<file path="config.mk">
export PLATFORM = sky130hd
export DESIGN_NAME = smoothed_tilt_limit_drive_control
export DESIGN_NICKNAME = d
export VERILOG_FILES = /design/src/design/stdlc_pkg.sv /design/src/design/smoothed_tilt_limit_drive_control.sv /design/src/design/stdlc_cell.sv /design/src/design/stdlc_front.sv
export VERILOG_INCLUDE_DIRS = /design/src /design/src/design
export SDC_FILE = /design/constraint.sdc
export NUM_CORES = 1
export LEC_CHECK = 0
export ABC_AREA = 1
export BUFFER_PORTS_ARGS = -buffer_cell sky130_fd_sc_hd__buf_2
export CORE_MARGIN = 8
export CORE_UTILIZATION = 67
export CTS_CLUSTER_SIZE = 12
export DETAILED_ROUTE_END_ITERATION = 8
export PLACE_DENSITY_LB_ADDON = 0.3
export REMOVE_ABC_BUFFERS = 1
export SETUP_SLACK_MARGIN = 0.02
export SYNTH_ARGS = -nofsm -noshare
export SYNTH_HDL_FRONTEND = slang
export SYNTH_SLANG_ARGS = --single-unit
</file>
<file path="constraint.sdc">
create_clock -name aclk -period 8.51 [get_ports aclk]
set_clock_uncertainty 0.15 [all_clocks]
set_input_delay 0.4255 -clock aclk [delete_from_list [all_inputs] [get_ports aclk]]
set_output_delay 0.4255 -clock aclk [all_outputs]
set_load 0.05 [all_outputs]
</file>
<file path="src/design/smoothed_tilt_limit_drive_control_assert.svh">
// Assertion macros for the top-level design file.
`ifndef SMOOTHED_TILT_LIMIT_DRIVE_CONTROL_ASSERT_SVH
`define SMOOTHED_TILT_LIMIT_DRIVE_CONTROL_ASSERT_SVH

`ifndef NO_ASSERTIONS
// Condition holds at every clock edge out of reset
`define STDLC_ASSERT_ALWAYS(label, expr) \
    label: assert property (@(posedge aclk) disable iff (!aresetn) (expr)) \
        else $error("%m: invariant violated");
// Same-cycle implication
`define STDLC_ASSERT_IMPL(label, ante, cons) \
    label: assert property (@(posedge aclk) disable iff (!aresetn) (ante) |-> (cons)) \
        else $error("%m: implication violated");
// Next-cycle implication
`define STDLC_ASSERT_NEXT(label, ante, cons) \
    label: assert property (@(posedge aclk) disable iff (!aresetn) (ante) |=> (cons)) \
        else $error("%m: next-cycle implication violated");
`else
`define STDLC_ASSERT_ALWAYS(label, expr)
`define STDLC_ASSERT_IMPL(label, ante, cons)
`define STDLC_ASSERT_NEXT(label, ante, cons)
`endif

`endif

</file>
<file path="src/design/stdlc_pkg.sv">
package stdlc_pkg;

    // Field widths
    localparam int SAMPLE_W = 12;
    localparam int VALUE_W  = 13;
    localparam int CFG_IDX_W = 4;

    // Reciprocal scaling used for the per-sample quotient
    localparam int RECIP_SHIFT = 20;
    localparam int RECIP_W     = 20;
    localparam int PROD_W      = SAMPLE_W + RECIP_W;

    // Register reset values
    localparam logic signed [VALUE_W-1:0] OPEN_LIMIT_RST  = 13'sd600;
    localparam logic signed [VALUE_W-1:0] CLOSE_LIMIT_RST = 13'sd980;

    // Configuration register indexes
    localparam logic [CFG_IDX_W-1:0] CFG_OPEN_LIMIT  = 4'd0;
    localparam logic [CFG_IDX_W-1:0] CFG_CLOSE_LIMIT = 4'd1;

    // Input operation codes
    typedef enum logic [1:0] {
        OP_TICK    = 2'd0,
        OP_OPEN    = 2'd1,
        OP_CLOSE   = 2'd2,
        OP_PRELOAD = 2'd3
    } op_t;

    // Drive codes
    typedef enum logic [1:0] {
        DRIVE_STOP  = 2'd0,
        DRIVE_OPEN  = 2'd1,
        DRIVE_CLOSE = 2'd2
    } drive_t;

    // Motion mode, one-hot
    typedef enum logic [2:0] {
        MODE_DONE    = 3'b001,
        MODE_OPENING = 3'b010,
        MODE_CLOSING = 3'b100
    } mode_t;

    // Mode codes as reported on the result channel
    localparam logic [1:0] MODE_CODE_DONE    = 2'd0;
    localparam logic [1:0] MODE_CODE_OPENING = 2'd1;
    localparam logic [1:0] MODE_CODE_CLOSING = 2'd2;

    // Front stage to update stage
    typedef struct packed {
        op_t                        op;
        logic signed [VALUE_W-1:0]  quot;
    } front_t;

    function automatic logic [1:0] mode_code(input mode_t m);
        logic [1:0] c;
        case (m)
            MODE_OPENING: c = MODE_CODE_OPENING;
            MODE_CLOSING: c = MODE_CODE_CLOSING;
            default:      c = MODE_CODE_DONE;
        endcase
        return c;
    endfunction

endpackage

</file>
<file path="src/design/smoothed_tilt_limit_drive_control.sv">
// An accepted input beat passes through the front register, then the state
// registers that drive the result ports, before its result beat is valid.
// Throughput: one beat per cycle while the result channel is not stalled, set by
// the running-sum and mode update at the end of the quotient delay line.
// Reset (aresetn low, synchronous): delay line and average cleared, mode done,
// drive stop, power off, limits back to 600 and 980.
module smoothed_tilt_limit_drive_control #(
    parameter int WINDOW_TAPS = 16
) (
    input  logic                                   aclk,
    input  logic                                   aresetn,
    // input channel
    input  logic                                   s_valid,
    output logic                                   s_ready,
    input  logic [1:0]                             s_op,
    input  logic signed [stdlc_pkg::SAMPLE_W-1:0]  s_tilt_sample,
    // result channel
    output logic                                   m_valid,
    input  logic                                   m_ready,
    output logic signed [stdlc_pkg::VALUE_W-1:0]   m_smoothed_value,
    output logic [1:0]                             m_drive_code,
    output logic                                   m_power_on,
    output logic [1:0]                             m_mode_now,
    // configuration channel
    input  logic                                   cfg_valid,
    output logic                                   cfg_ready,
    input  logic [stdlc_pkg::CFG_IDX_W-1:0]        cfg_index,
    input  logic [stdlc_pkg::VALUE_W-1:0]          cfg_data
);

    `include "smoothed_tilt_limit_drive_control_assert.svh"

    logic                                  front_valid;
    stdlc_pkg::front_t                     front;
    logic                                  advance;
    logic                                  fire;
    logic                                  push;
    logic                                  done_tick;
    logic signed [stdlc_pkg::VALUE_W-1:0]  tap [WINDOW_TAPS];
    logic signed [stdlc_pkg::VALUE_W-1:0]  sum_push;

    logic signed [stdlc_pkg::VALUE_W-1:0]  open_limit_reg, open_limit_next;
    logic signed [stdlc_pkg::VALUE_W-1:0]  close_limit_reg, close_limit_next;
    logic signed [stdlc_pkg::VALUE_W-1:0]  avg_reg, avg_next;
    stdlc_pkg::mode_t                      mode_reg, mode_next;
    stdlc_pkg::drive_t                     drive_reg, drive_next;
    logic                                  power_reg, power_next;
    logic                                  m_valid_reg, m_valid_next;

    // handshakes
    assign advance   = !m_valid_reg || m_ready;
    assign fire      = front_valid && advance;
    assign s_ready   = !front_valid || advance;
    assign cfg_ready = 1'b1;

    stdlc_front #(
        .WINDOW_TAPS (WINDOW_TAPS)
    ) u_front (
        .aclk        (aclk),
        .aresetn     (aresetn),
        .load        (s_valid && s_ready),
        .advance     (advance),
        .op          (stdlc_pkg::op_t'(s_op)),
        .tilt_sample (s_tilt_sample),
        .valid       (front_valid),
        .front       (front)
    );

    // a beat pushes on preload, or on a tick while a move is in progress
    assign push = fire && ((front.op == stdlc_pkg::OP_PRELOAD) ||
                           ((front.op == stdlc_pkg::OP_TICK) &&
                            (mode_reg != stdlc_pkg::MODE_DONE)));

    // tick taken while no move is in progress
    assign done_tick = fire && (front.op == stdlc_pkg::OP_TICK) &&
                       (mode_reg == stdlc_pkg::MODE_DONE);

    // quotient delay line
    for (genvar i = 0; i < WINDOW_TAPS; i++) begin : g_cell
        stdlc_cell u_cell (
            .aclk     (aclk),
            .aresetn  (aresetn),
            .shift_en (push),
            .d_in     ((i == 0) ? front.quot : tap[(i == 0) ? 0 : i-1]),
            .q_out    (tap[i])
        );
    end

    // running sum: add the new quotient, drop the oldest
    assign sum_push = avg_reg + front.quot - tap[WINDOW_TAPS-1];

    // configuration writes
    always_comb begin
        open_limit_next  = open_limit_reg;
        close_limit_next = close_limit_reg;
        if (cfg_valid && cfg_ready) begin
            if (cfg_index == stdlc_pkg::CFG_OPEN_LIMIT) begin
                open_limit_next = $signed(cfg_data);
            end else if (cfg_index == stdlc_pkg::CFG_CLOSE_LIMIT) begin
                close_limit_next = $signed(cfg_data);
            end
        end
    end

    // mode, drive and power update
    always_comb begin
        avg_next   = avg_reg;
        mode_next  = mode_reg;
        drive_next = drive_reg;
        power_next = power_reg;
        if (push) begin
            avg_next = sum_push;
        end
        if (fire) begin
            case (front.op)
                stdlc_pkg::OP_TICK: begin
                    case (mode_reg)
                        stdlc_pkg::MODE_OPENING: begin
                            if (sum_push > open_limit_reg) begin
                                drive_next = stdlc_pkg::DRIVE_OPEN;
                                power_next = 1'b1;
                            end else begin
                                mode_next = stdlc_pkg::MODE_DONE;
                            end
                        end
                        stdlc_pkg::MODE_CLOSING: begin
                            if (sum_push < close_limit_reg) begin
                                drive_next = stdlc_pkg::DRIVE_CLOSE;
                                power_next = 1'b1;
                            end else begin
                                mode_next = stdlc_pkg::MODE_DONE;
                            end
                        end
                        default: begin
                            drive_next = stdlc_pkg::DRIVE_STOP;
                            power_next = 1'b0;
                        end
                    endcase
                end
                stdlc_pkg::OP_OPEN:  mode_next = stdlc_pkg::MODE_OPENING;
                stdlc_pkg::OP_CLOSE: mode_next = stdlc_pkg::MODE_CLOSING;
                default: begin
                end
            endcase
        end
    end

    // result valid: state only moves on fire, so the ports hold while stalled
    always_comb begin
        m_valid_next = m_valid_reg;
        if (fire) begin
            m_valid_next = 1'b1;
        end else if (m_ready) begin
            m_valid_next = 1'b0;
        end
    end

    always_ff @(posedge aclk) begin
        if (!aresetn) begin
            open_limit_reg  <= stdlc_pkg::OPEN_LIMIT_RST;
            close_limit_reg <= stdlc_pkg::CLOSE_LIMIT_RST;
            avg_reg         <= '0;
            mode_reg        <= stdlc_pkg::MODE_DONE;
            drive_reg       <= stdlc_pkg::DRIVE_STOP;
            power_reg       <= 1'b0;
            m_valid_reg     <= 1'b0;
        end else begin
            open_limit_reg  <= open_limit_next;
            close_limit_reg <= close_limit_next;
            avg_reg         <= avg_next;
            mode_reg        <= mode_next;
            drive_reg       <= drive_next;
            power_reg       <= power_next;
            m_valid_reg     <= m_valid_next;
        end
    end

    // result ports
    assign m_valid          = m_valid_reg;
    assign m_smoothed_value = avg_reg;
    assign m_drive_code     = drive_reg;
    assign m_power_on       = power_reg;
    assign m_mode_now       = stdlc_pkg::mode_code(mode_reg);

    // checks
    `STDLC_ASSERT_ALWAYS(a_power_tracks_drive, power_reg == (drive_reg != stdlc_pkg::DRIVE_STOP))
    `STDLC_ASSERT_ALWAYS(a_avg_in_range, (avg_reg <= 13'sd2048) && (avg_reg >= -13'sd2048))
    `STDLC_ASSERT_NEXT(a_accept_fills_front, s_valid && s_ready, front_valid)
    `STDLC_ASSERT_NEXT(a_done_tick_stops, done_tick, !power_reg && m_valid)

endmodule

</file>
<file path="src/design/stdlc_cell.sv">
// One tap of the quotient delay line
module stdlc_cell (
    input  logic                                  aclk,
    input  logic                                  aresetn,
    input  logic                                  shift_en,
    input  logic signed [stdlc_pkg::VALUE_W-1:0]  d_in,
    output logic signed [stdlc_pkg::VALUE_W-1:0]  q_out
);

    logic signed [stdlc_pkg::VALUE_W-1:0] q_reg;
    logic signed [stdlc_pkg::VALUE_W-1:0] q_next;

    // take the neighbor's value on a push
    always_comb begin
        q_next = shift_en ? d_in : q_reg;
    end

    always_ff @(posedge aclk) begin
        if (!aresetn) begin
            q_reg <= '0;
        end else begin
            q_reg <= q_next;
        end
    end

    assign q_out = q_reg;

endmodule

</file>
<file path="src/design/stdlc_front.sv">
// Front stage: negate the sample and form its truncated quotient by the window
module stdlc_front #(
    parameter int WINDOW_TAPS = 16
) (
    input  logic                                   aclk,
    input  logic                                   aresetn,
    input  logic                                   load,
    input  logic                                   advance,
    input  stdlc_pkg::op_t                         op,
    input  logic signed [stdlc_pkg::SAMPLE_W-1:0]  tilt_sample,
    output logic                                   valid,
    output stdlc_pkg::front_t                      front
);

    // ceil(2^S / N); exact floor(x/N) for |x| <= 2048 and 2 <= N <= 64
    localparam logic [stdlc_pkg::RECIP_W-1:0] RECIP =
        stdlc_pkg::RECIP_W'(((64'd1 << stdlc_pkg::RECIP_SHIFT) + 64'(WINDOW_TAPS) - 64'd1)
                            / 64'(WINDOW_TAPS));

    logic                                   valid_reg;
    logic                                   valid_next;
    stdlc_pkg::front_t                      front_reg;
    stdlc_pkg::front_t                      front_next;
    logic signed [stdlc_pkg::VALUE_W-1:0]   wide_sample;
    logic signed [stdlc_pkg::VALUE_W-1:0]   abs13;
    logic [stdlc_pkg::VALUE_W-1:0]          mag;
    logic [stdlc_pkg::PROD_W-1:0]           prod;
    logic [stdlc_pkg::VALUE_W-1:0]          qmag;
    logic                                   neg_result;

    // magnitude of the sample (up to 2048); the negated value is negative when
    // the raw one is positive
    always_comb begin
        wide_sample = stdlc_pkg::VALUE_W'(tilt_sample);
        abs13       = tilt_sample[stdlc_pkg::SAMPLE_W-1] ? -wide_sample : wide_sample;
        mag         = $unsigned(abs13);
        neg_result  = !tilt_sample[stdlc_pkg::SAMPLE_W-1] && (tilt_sample != '0);
        prod        = stdlc_pkg::PROD_W'(mag) * stdlc_pkg::PROD_W'(RECIP);
        qmag        = stdlc_pkg::VALUE_W'(prod >> stdlc_pkg::RECIP_SHIFT);
    end

    // stage register
    always_comb begin
        front_next = front_reg;
        valid_next = valid_reg;
        if (load) begin
            front_next.op   = op;
            front_next.quot = neg_result ? -$signed(qmag) : $signed(qmag);
            valid_next      = 1'b1;
        end else if (advance) begin
            valid_next = 1'b0;
        end
    end

    always_ff @(posedge aclk) begin
        if (!aresetn) begin
            valid_reg <= 1'b0;
        end else begin
            valid_reg <= valid_next;
        end
    end

    always_ff @(posedge aclk) begin
        front_reg <= front_next;
    end

    assign valid = valid_reg;
    assign front = front_reg;

endmodule
</file>
=== After elaboration in Yosys (flattened, before gate mapping) ===
Index checks and enable logic that the tools add are counted.

* Add/sub/neg operators: 4
* Reductions and logical operators: 21
* Bitwise logic cells: 1
* $lt $le $gt $ge: 2
* Equal/unequal tests: 12
* Multiplexer cells: 17

{| class="wikitable"
|+ Operators by type and width
! kind !! number
|-
| 13-bit adder || 1
|-
| 13-bit greater-than comparator || 1
|-
| 13-bit < comparator || 1
|-
| 13-bit two-way mux || 1
|-
| 12-bit negator with 13-bit output || 1
|-
| 9-bit negator with 13-bit output || 1
|-
| 13-bit subtractor || 1
|-
| 12-bit nonzero test || 1
|-
| 9-bit two-way mux || 1
|-
| 3-bit case mux with 3 select lines || 1
|-
| 2-bit case mux with 2 select lines || 2
|-
| 1-bit two-way mux || 6
|-
| 3-bit two-way mux || 2
|-
| 3-bit by 1-bit inequality test with 1-bit output, second input constant || 2
|-
| 3-bit inequality test, second input constant || 2
|-
| 3-bit case mux with 2 select lines || 1
|-
| 1-bit logical AND || 5
|-
| 5-bit AND reduction || 1
|-
| 2-bit == test, second input constant || 2
|-
| 4-bit by 1-bit == test with 1-bit output, second input constant || 1
|-
| 4-bit zero test || 1
|-
| 2-bit two-way mux || 2
|-
| 2-bit inequality test, second input constant || 2
|-
| 4-bit AND reduction || 1
|-
| 12 further kinds || 17
|}

* Register bits: 270
* Output and inout port bits: 21
* Input port bits: 36
* Word-level logic and storage cells: 84

=== Logic depth before layout (Yosys ltp) ===
Gate-level depths: netlist of run 1.

* Depth after elaboration: 6
* Depth in mapped cells: 27
* Gate-level depth less buffers: 27

=== By module ===
Synthesis of run 1 repeated with hierarchy kept, for this count alone.

* Cell total of the unflattened synthesis: 1,917
* Area, all modules: 13,280.2 um^2

{| class="wikitable"
|+ Modules (own cells, without submodules)
! module !! cells each !! seq. area each (um^2) !! area each (um^2) !! instances
|-
| stdlc_cell || 82 || 260.2 || 545.5 || 16
|-
| smoothed_tilt_limit_drive_control || 485 || 920.9 || 3,528.4 || 1
|-
| stdlc_front || 120 || 470.5 || 1,023.5 || 1
|}

=== Least setup slack after synthesis of run 1 ===
Ideal clock, no wire load.

* Path kind: flip-flop to flip-flop
* Start: reg avg_reg (netlist bit m_smoothed_value[1])
* End: reg drive_reg[0], in the netlist m_drive_code[0]
* Slack: 4,552 ps
* Period minus slack after synthesis: 3,958 ps
* Required time: 8,228 ps
* Cell stages (with the launch flop): 25
* Setup time: 132 ps
* Path buffers: 0
* Data arrival time: 3,675 ps
* Path through: dfxtp_1 inv_1 fa_1 inv_1 fa_1 nand3_1 nand2_1 a21oi_1 o21bai_1 xor2_1 inv_1 ha_1 nand2_1 nor2_1 inv_1 nor2_2 nand2_1 nand2_1 nand2_1 nand2_1 nand2_1 nand2_2 nand3_1 nand2_1 a21oi_1

* Cells in the longest elaborated chain, start to end: 5
* Elaborated cells on any way between the ends: 7
* Classes of those cells: add/sub (2); order compare (2); eq/ne (2); reduce/logical (1)

{| class="wikitable"
|+ Ends and longest elaborated chain
! element !! RTL line !! source
|-
| start, declared || smoothed_tilt_limit_drive_control.sv:44 || <nowiki>logic signed [stdlc_pkg::VALUE_W-1:0] avg_reg, avg_next;</nowiki>
|-
| start signal, assigned || smoothed_tilt_limit_drive_control.sv:170 || <nowiki>avg_reg <= avg_next;</nowiki>
|-
| 13-bit adder * || smoothed_tilt_limit_drive_control.sv:90 || <nowiki>assign sum_push = avg_reg + front.quot - tap[WINDOW_TAPS-1];</nowiki>
|-
| 13-bit subtractor * || smoothed_tilt_limit_drive_control.sv:90 ||
|-
| net sum_push, one bit || smoothed_tilt_limit_drive_control.sv:40 || <nowiki>logic signed [stdlc_pkg::VALUE_W-1:0] sum_push;</nowiki>
|-
| 13-bit < comparator / 13-bit greater-than comparator (equally long branches) || smoothed_tilt_limit_drive_control.sv:127, smoothed_tilt_limit_drive_control.sv:119 ||
|-
| 2-bit inequality test (no source line) || -- ||
|-
| 4-bit AND reduction (no source line) * || -- ||
|-
| end signal, assigned || smoothed_tilt_limit_drive_control.sv:164 || <nowiki>drive_reg <= stdlc_pkg::DRIVE_STOP;</nowiki>
|-
| end signal, assigned || smoothed_tilt_limit_drive_control.sv:172 || <nowiki>drive_reg <= drive_next;</nowiki>
|-
| end, declared || smoothed_tilt_limit_drive_control.sv:46 || <nowiki>stdlc_pkg::drive_t drive_reg, drive_next;</nowiki>
|}

The timed path passes the listed nets; every way through them passes the cells marked *.
A chain may end at the register's enable or synchronous reset.

=== Worst setup path after layout of run 1 ===
* Start: reg avg_reg (netlist bit m_smoothed_value[2])
* End: reg mode_reg[1]

* Cells in the longest elaborated chain, start to end: 5
* Elaborated cells on any way between the ends: 7
* Classes of those cells: add/sub (2); order compare (2); eq/ne (2); reduce/logical (1)

{| class="wikitable"
|+ Ends and longest elaborated chain
! element !! RTL line !! source
|-
| 13-bit adder * || smoothed_tilt_limit_drive_control.sv:90 ||
|-
| 13-bit subtractor * || smoothed_tilt_limit_drive_control.sv:90 ||
|-
| net sum_push, one bit || smoothed_tilt_limit_drive_control.sv:40 ||
|-
| 13-bit < comparator / 13-bit greater-than comparator (equally long branches) || smoothed_tilt_limit_drive_control.sv:127, smoothed_tilt_limit_drive_control.sv:119 ||
|-
| 3-bit inequality test (no source line) || -- ||
|-
| 5-bit AND reduction (no source line) * || -- ||
|-
| end signal, assigned || smoothed_tilt_limit_drive_control.sv:163 || <nowiki>mode_reg <= stdlc_pkg::MODE_DONE;</nowiki>
|-
| end signal, assigned || smoothed_tilt_limit_drive_control.sv:171 || <nowiki>mode_reg <= mode_next;</nowiki>
|-
| end, declared || smoothed_tilt_limit_drive_control.sv:45 || <nowiki>stdlc_pkg::mode_t mode_reg, mode_next;</nowiki>
|}

Marks and branches as above.

==> results.md, run 1 <==
- Clk sinks: 270
- Initial Utilization: 68.72%
- Number of global-route vias before repair: 8340
- Setup bufs post-CTS: 0
- Max_cap viols: 0
- # resized after CTS: 0
- Worst-path clk slew: 0.06 ns
- Most common cell after layout, fill and taps aside: nor2_1
- Final setup viols: 0
- Synth unique cells: 38
- Post-route ant nets: 0
- Post-Route Utilization: between 70 and 80%
- Post-Place Cells: 1653
- Tot GR Track Use: 20.41%
- Largest net degree at the start of global routing: between 100 and 150
- I/O Buffers: 55
- Fin nets: 1561
- Synthesis Warnings: 0
- Period minus WS final: 4.112 ns
- Clk root buf: clkbuf_16
- Layout area overhead: 8.784%
- Drt pass-1 iters: 5
- Finished Layout Cells: ~1700
- Clk buf depth: 3
- Max-slew violation count: 0
- Routed WL: 22620 um
- Average cell area after synthesis: slightly below 8 sq um
- First-pass GRT wire length: 37800 um
- DIE HEIGHT: 146.4 um
- Final Total Pwr: ~3 mW
- Die Span X: 146.4 um
- Layout cells sized above 1: 7.427%
- Initial antenna violation count: 0
- Status: complete, no violations
- CTS HTree Levels: 1
- Pwr per Cell Area: 242.2 nW/um^2
- Hold Path Class: input port to flop
- Io pins: 57
- Die ar.: 21440 sq um
- Post-route DRC: 0
- Worst vdd ir: between 0.00015 and 0.0002 V
- Setup_tns: 0 ns
- Num CTS Buffers: 27
- Post-synthesis cell area: 11400 sq um
- Syn Inst Count: 1453
- Critical Path AT: 4.41 ns
- Leakage power: 5.295 nW
- Max-Slew Margin vs Limit: approximately a third
- DR WL/cell: 13.30 um
- Seq/Total Area, Yosys: between 40% and 50%
- Final hold vios: 0
- GPL Wtd Cong: 0.9640
- CP startpoint kind: flop
- Yosys reg bits: 270
- DR vias: 9090
- CORE AREA: roughly 17000 sq um
- Maximum clock frequency: 243.2 MHz
- Most frequent cells in the layout: nor2_1 (419), dfxtp_1 (255), o21ai_0 (243)
- Final period util: 48.32%
- Crit. End Element: flop
- Vias per inst: 5.344
- Critical Path RT: 8.81 ns
- RSZ-0062 raised after global routing: no
- FILL cells: approximately 1200
- Max FFs per register: 208
- Total gr overflow: 0
- Detailed Place HPWL: ~14000 um
- Row count: between 40 and 50
- CP Class: flop to flop
- Antenna Cells: 0
- Hold buffer count at cts: 7
- CTS tree: built
- Maximum fanout along the worst path: 5
- Worst-Margin Slew: 1.029 ns
- Clk_lat worst skew: 0.53 ns
- Drt initial violations: 630
## final timing paths
check                      start                   to  slack (ns)  depth (start not counted)
max          m_smoothed_value[2]          mode_reg[1]        4.40                         23
min                  cfg_data[9]   close_limit_reg[9]        0.01                          3
max reg2reg  m_smoothed_value[2]          mode_reg[1]        4.40                         23
min reg2reg  close_limit_reg[11]  close_limit_reg[11]        0.31                          2
## cell usage after synthesis
cell	n	share of area, %
nor2_1	419	14
dfxtp_1	255	45
o21ai_0	243	11
inv_1	125	4.1
nand2_1	96	3.2
a21oi_1	67	2.9
clkbuf_1	54	1.8
ha_1	44	4.8
nand3_1	27	1.2
edfxtp_1	15	4.0
buf_6	13	1.3
fa_1	12	2.1
xor2_1	12	0.92
buf_2	10	0.44
nand4_1	8	0.44
o211ai_1	7	0.46
xnor2_1	7	0.54
nand2_2	6	0.33
nor3_1	5	0.22
a211oi_1	3	0.20
buf_4	3	0.20
inv_2	2	0.066
nand3_2	2	0.18
nand3b_1	2	0.13
o21bai_1	2	0.13
xor2_2	2	0.29
a21o_1	1	0.066
a21oi_2	1	0.077
a31oi_1	1	0.055
conb_1	1	0.033
nand2_4	1	0.099
nor2_2	1	0.055
nor2_4	1	0.099
nor3_2	1	0.088
o21ai_1	1	0.044
o21bai_2	1	0.099
o31ai_1	1	0.066
or2_1	1	0.055
## through the flow
step / worst slack (ns) / hold slack [ns] / cell area [sq um]
after CTS: 4.488 / 0.002689 / 12400
after detailed placement: 4.523 / 0.3052 / 11570
after global routing: 4.050 / 0.01457 / 12400
after floorplan: 3.584 / 0.2847 / 10970
after global placement: 4.712 / 0.2980 / 11570
final: 4.398 / 0.01008 / 12400
## critical path, cell delays in order, from the launching register on
cell and delay, ns:
dfxtp_1 0.32, inv_1 0.07, fa_1 0.54, inv_1 0.04
ha_1 0.34, a21oi_1 0.19, nand2_1 0.12, a21oi_1 0.23
o21ai_0 0.18, nand3_1 0.14, nand4_1 0.11, nand2_1 0.14
inv_1 0.08, ha_1 0.28, nand4_1 0.10, nor3_1 0.17
nand2_1 0.10, nand3_1 0.11, nand3_2 0.14, nand2_2 0.12
nand3_2 0.12, nand2_1 0.09, nand2_1 0.05, nor2_1 0.11
## final cells by class
class,instances,area (sq um),share of cell area [%]
tap,220,275.3,2.220
clock inverter,3,15.01,0.1211
multi-input combinational,976,4947,39.91
timing repair buffer,67,385.4,3.109
clock buffer,38,737.0,5.945
sequential,270,5555,44.81
inverter,127,481.7,3.886
## metal layers
layer | routed length, um | part of all wire [%] | global-route usage (%) | up-vias
met5 | 0 | 0 | 0 | -
met4 | 779 | 3.4 | 8.501 | 0
met3 | 1016 | 4.5 | 3.059 | 60
met2 | 10670 | 47 | 34.49 | 203
met1 | 10150 | 45 | 25.61 | 4159
li1 | - | - | - | 4668
## power by group
group | leakage (nW) | internal [mW] | switching, mW
registers | 2.22 | 1.34 | 0.0284
clock network | 0.369 | 0.593 | 0.456
logic | 2.71 | 0.209 | 0.376
total | 5.30 | 2.14 | 0.861
## logic make-up (layout without fill, tap and decap cells)
group           after synthesis  after routing  share of synthesized area [%]
compound gates              328            328                          14.81
xor+xnor                     21             21                          1.746
buf+inv                     207            235                          7.883
fa+ha+maj                    56             56                          6.939
simple gates                570            570                          19.84
flops                       270            270                          48.75
other cells                   1              1                        0.03291
No activity file was read; power rests on OpenSTA's default activity.
==> inputs of run 2 (changes only) <==
ABC_AREA = 0   (was 1)
CORE_UTILIZATION = 56   (was 67)
clock period = 3.6 ns   (was 8.51 ns; I/O delays follow)
==> run 2 against run 1 <==
Effect of this change:
- the run now ends with setup timing left
- design area rose by 13%
- core utilization down 7.2 points
- hold slack improved by 0.014 ns
- die area is 21% higher
- largest cell class is now multi-input gates
- highest routed layer unchanged
==> results.md, run 2 <==
- R2R setup slack: -1.12 ns (was 4.40 ns)
- Vias per inst: 5.143 (was 5.344)
- Critical Path Max Stage Delay: 0.54 ns (about the same)
- Synth unique cells: 55 (was 38)
- Final hold vios: 0 (unchanged)
- DR vias: 9267 (was 9090)
- Clk_lat worst skew: 0.54 ns (was 0.53 ns)
- Clk sinks: 270 (unchanged)
- Max FFs per register: 208 (unchanged)
- Finished Cell Area: 14060 sq um (was 12400 sq um)
- Initial Utilization: 56.67% (was 68.72%)
- CTS tree: built (unchanged)
- Die ar.: 25970 sq um (was 21440 sq um)
- Share of the synthesized area in the top cell type: 43.26% (was 44.80%)
- Max_cap viols: 0 (unchanged)
- R2R depth: 19 (was 23)
- Crit. End Element: flop (unchanged)
- Routed WL: 24150 um (was 22620 um)
- Worst-Margin Slew: 0.9357 ns (was 1.029 ns)
- Antenna Cells: 0 (unchanged)
- Drt initial violations: 511 (was 630)
- Setup ws final: -1.119 ns (was 4.398 ns)
- Tot GR Track Use: 18.10% (was 20.41%)
- Worst path slowest cell: fa_1 (unchanged)
- Syn Inst Count: 1392 (was 1453)
- Worst vdd ir: 0.0004181 V (was 0.0001654 V)
- Post-Route Utilization: 67.55% (was 74.75%)
- Initial antenna violation count: 0 (unchanged)
- Worst Hold Depth: 4 (was 3)
- Critical Path RT: 3.88 ns (was 8.81 ns)
- Layout cells sized above 1: 13.56% (was 7.427%)
- Io pins: 57 (unchanged)
- Seq/Total Area, Yosys: 47.08% (was 48.75%)
- Final setup viols: 6 (was 0)
- Failing checks: setup timing
- DR WL/cell: 13.40 um (was 13.30 um)
- Hold Path Sink: u_front.front[3] (was close_limit_reg[9])
- CORE AREA: 20820 sq um (was 16580 sq um)
- Post-synth EDFFs: 15 (unchanged)
- Synthesis Warnings: 0 (unchanged)
- Max-slew violation count: 0 (unchanged)
- DIE HEIGHT: 161.2 um (was 146.4 um)
- First-pass GRT wire length: 40540 um (was 37800 um)
- Post-route ant nets: 0 (unchanged)
- Clk buf depth: 3 (unchanged)
- Yosys reg bits: 270 (unchanged)
- Pwr per Cell Area: 485.8 nW/um^2 (was 242.2 nW/um^2)
- Status: complete, but fails checks (was complete, no violations)
- GPL Wtd Cong: 0.8193 (was 0.9640)
- CTS HTree Levels: 1 (unchanged)
- Final period util: 131.1% (was 48.32%)
- Ys async rst share: 0% (unchanged)
- Drt pass-1 iters: 4 (was 5)
- Total gr overflow: 0 (unchanged)
- Detailed Place HPWL: 15000 um (was 14400 um)
- Cell area after placement: 12690 sq um (was 11570 sq um)
- Reg2reg end: mode_reg[0] (was mode_reg[1])
- Clk root buf: clkbuf_16 (unchanged)
- CP cell instances: inv_2, fa_1, inv_2, buf_4, ha_1, a21o_1, a31oi_1, a21oi_1, a31oi_1, nor2b_1, xnor2_1, ha_1, nand2_1, nor2_2, a21oi_2, o311ai_2, o21ai_2, a211oi_2, mux2_4 (was inv_1, fa_1, inv_1, ha_1, a21oi_1, nand2_1, a21oi_1, o21ai_0, nand3_1, nand4_1, nand2_1, inv_1, ha_1, nand4_1, nor3_1, nand2_1, nand3_1, nand3_2, nand2_2, nand3_2, nand2_1, nand2_1, nor2_1)
- Fin nets: 1602 (was 1561)
- Maximum clock frequency: 211.9 MHz (was 243.2 MHz)
- FILL cells: 1660 (was 1229)
- Num CTS Buffers: 28 (was 27)
- Synth Flop Type: dfxtp_1 (unchanged)
- Most common cell in the netlist: nand2_1 (was nor2_1)
- Most common cell after layout, fill and taps aside: nand2_1 (was nor2_1)
- Hold_sp: s_tilt_sample[5] (was cfg_data[9])
- I/O Buffers: 55 (unchanged)
- Setup_tns: -6.367 ns (was 0 ns)
- CP Class: flop to flop (unchanged)
- Critical Path AT: 5.00 ns (was 4.41 ns)
- Most frequent cells in the layout: nand2_1 (503), dfxtp_1 (253), a21boi_0 (233) (was nor2_1 (419), dfxtp_1 (255), o21ai_0 (243))
- Die Span X: 161.2 um (was 146.4 um)
- Number of global-route vias before repair: 8820 (was 8340)
- R2r startpoint: m_smoothed_value[1] (was m_smoothed_value[2])
- Synth cell count leaders: nand2_1 (503), dfxtp_1 (255), a21boi_0 (233), inv_1 (77), clkbuf_1 (64) (was nor2_1 (419), dfxtp_1 (255), o21ai_0 (243), inv_1 (125), nand2_1 (96))
- Leakage power: 5.305 nW (was 5.295 nW)
- Post-route DRC: 0 (unchanged)
- Final Total Pwr: 6.833 mW (was 3.002 mW)
- Fin Hold WS: 0.02418 ns (was 0.01008 ns)
- Period minus WS final: 4.719 ns (was 4.112 ns)
- Max-Slew Margin vs Limit: 37.62% (was 31.39%)
- Post-synthesis cell area: 11800 sq um (was 11400 sq um)
- Largest net degree at the start of global routing: 129 (was 122)
- CP startpoint kind: flop (unchanged)
- Area leader, netlist: dfxtp_1 (unchanged)
- Top cells by area, synth: dfxtp_1 (43%), nand2_1 (16%), a21boi_0 (15%) (was dfxtp_1 (45%), nor2_1 (14%), o21ai_0 (11%))
- Row count: 53 (was 47)
- Worst-path clk slew: 0.06 ns (about the same)
- Hold Path Class: input port to flop (unchanged)
- RSZ-0062 raised after global routing: yes (was no)
- Average cell area after synthesis: 8.477 sq um (was 7.843 sq um)
- Maximum fanout along the worst path: 2 (was 5)
- Layout area overhead: 19.19% (was 8.784%)
run 2: layout make-up:
cell class              count  area [sq um]  share of cell area (%)
well taps                 275         344.1                   2.446
multi-input cells         960          5741                   40.82
repair buffers            173          1303                   9.261
clock buffers              42         793.3                   5.640
flip-flops and latches    270          5558                   39.52
inverters                  77         289.0                   2.055
clock inverters             5         37.54                  0.2669
run 2: kinds of logic (layout without fill, tap and decap cells):
| kind of cell | Yosys count | count (layout) | synth area share [%] |
|---|---|---|---|
| adder cells (fa/ha/maj) | 56 | 56 | 6.701 |
| other | 1 | 1 | 0.03178 |
| multiplexers | 9 | 9 | 0.7741 |
| buffers and inverters | 162 | 297 | 5.397 |
| AND/OR/NAND/NOR | 556 | 556 | 18.62 |
| flip-flops | 270 | 270 | 47.08 |
| AO/OA/AOI/OAI | 320 | 320 | 19.95 |
| XOR/XNOR | 18 | 18 | 1.453 |
run 2: routing by layer:
metal	global-route usage, %	share of wire, %	vias to the layer above
met2	31.84	49	126
met4	5.850	2.9	0
met3	3.232	3.9	53
met5	0	0	-
met1	22.02	44	4334
li1	-	-	4754
run 2: worst max path at each step:
stage	to	startpoint	cells past startpoint
finish	mode_reg[0]	m_smoothed_value[1]	19
detailed placement	mode_reg[0]	m_smoothed_value[1]	18
global route	mode_reg[0]	u_front.front[1]	18
CTS	mode_reg[0]	u_front.front[1]	18
floorplan	m_smoothed_value[12]	m_valid	6
global placement	mode_reg[0]	m_smoothed_value[1]	18
run 2: critical path, delay by kind of cell (launching register included):
kind	cells	cell delay, ns
buffers and inverters	3	0.21
AO/OA/AOI/OAI	8	1.71
XOR/XNOR	1	0.15
flip-flops	1	0.34
AND/OR/NAND/NOR	3	0.57
multiplexers	1	0.33
adder cells (fa/ha/maj)	3	1.14
run 2: repair_timing:
action	CTS	global route
pin swaps	17	16
endpoints found under the setup margin	6	6
endpoints found under the hold margin	42	0
buffers inserted	5	6
gates resized for setup	21	9
hold buffers	34	0
run 2: metrics by stage:
stage	setup WS [ns]	std cells
after global placement	-1.134	1710
final	-1.119	1802
after floorplan	-4.893	1307
after detailed placement	-1.330	1710
after global routing	-1.280	1802
after CTS	-1.115	1796
run 2: power breakdown:
group | leakage (nW) | internal [mW] | switching (mW) | total, mW
clock network | 0.409 | 1.51 | 1.12 | 2.63
registers | 2.20 | 3.05 | 0.0181 | 3.07
logic | 2.69 | 0.539 | 0.592 | 1.13
total | 5.30 | 5.10 | 1.74 | 6.83
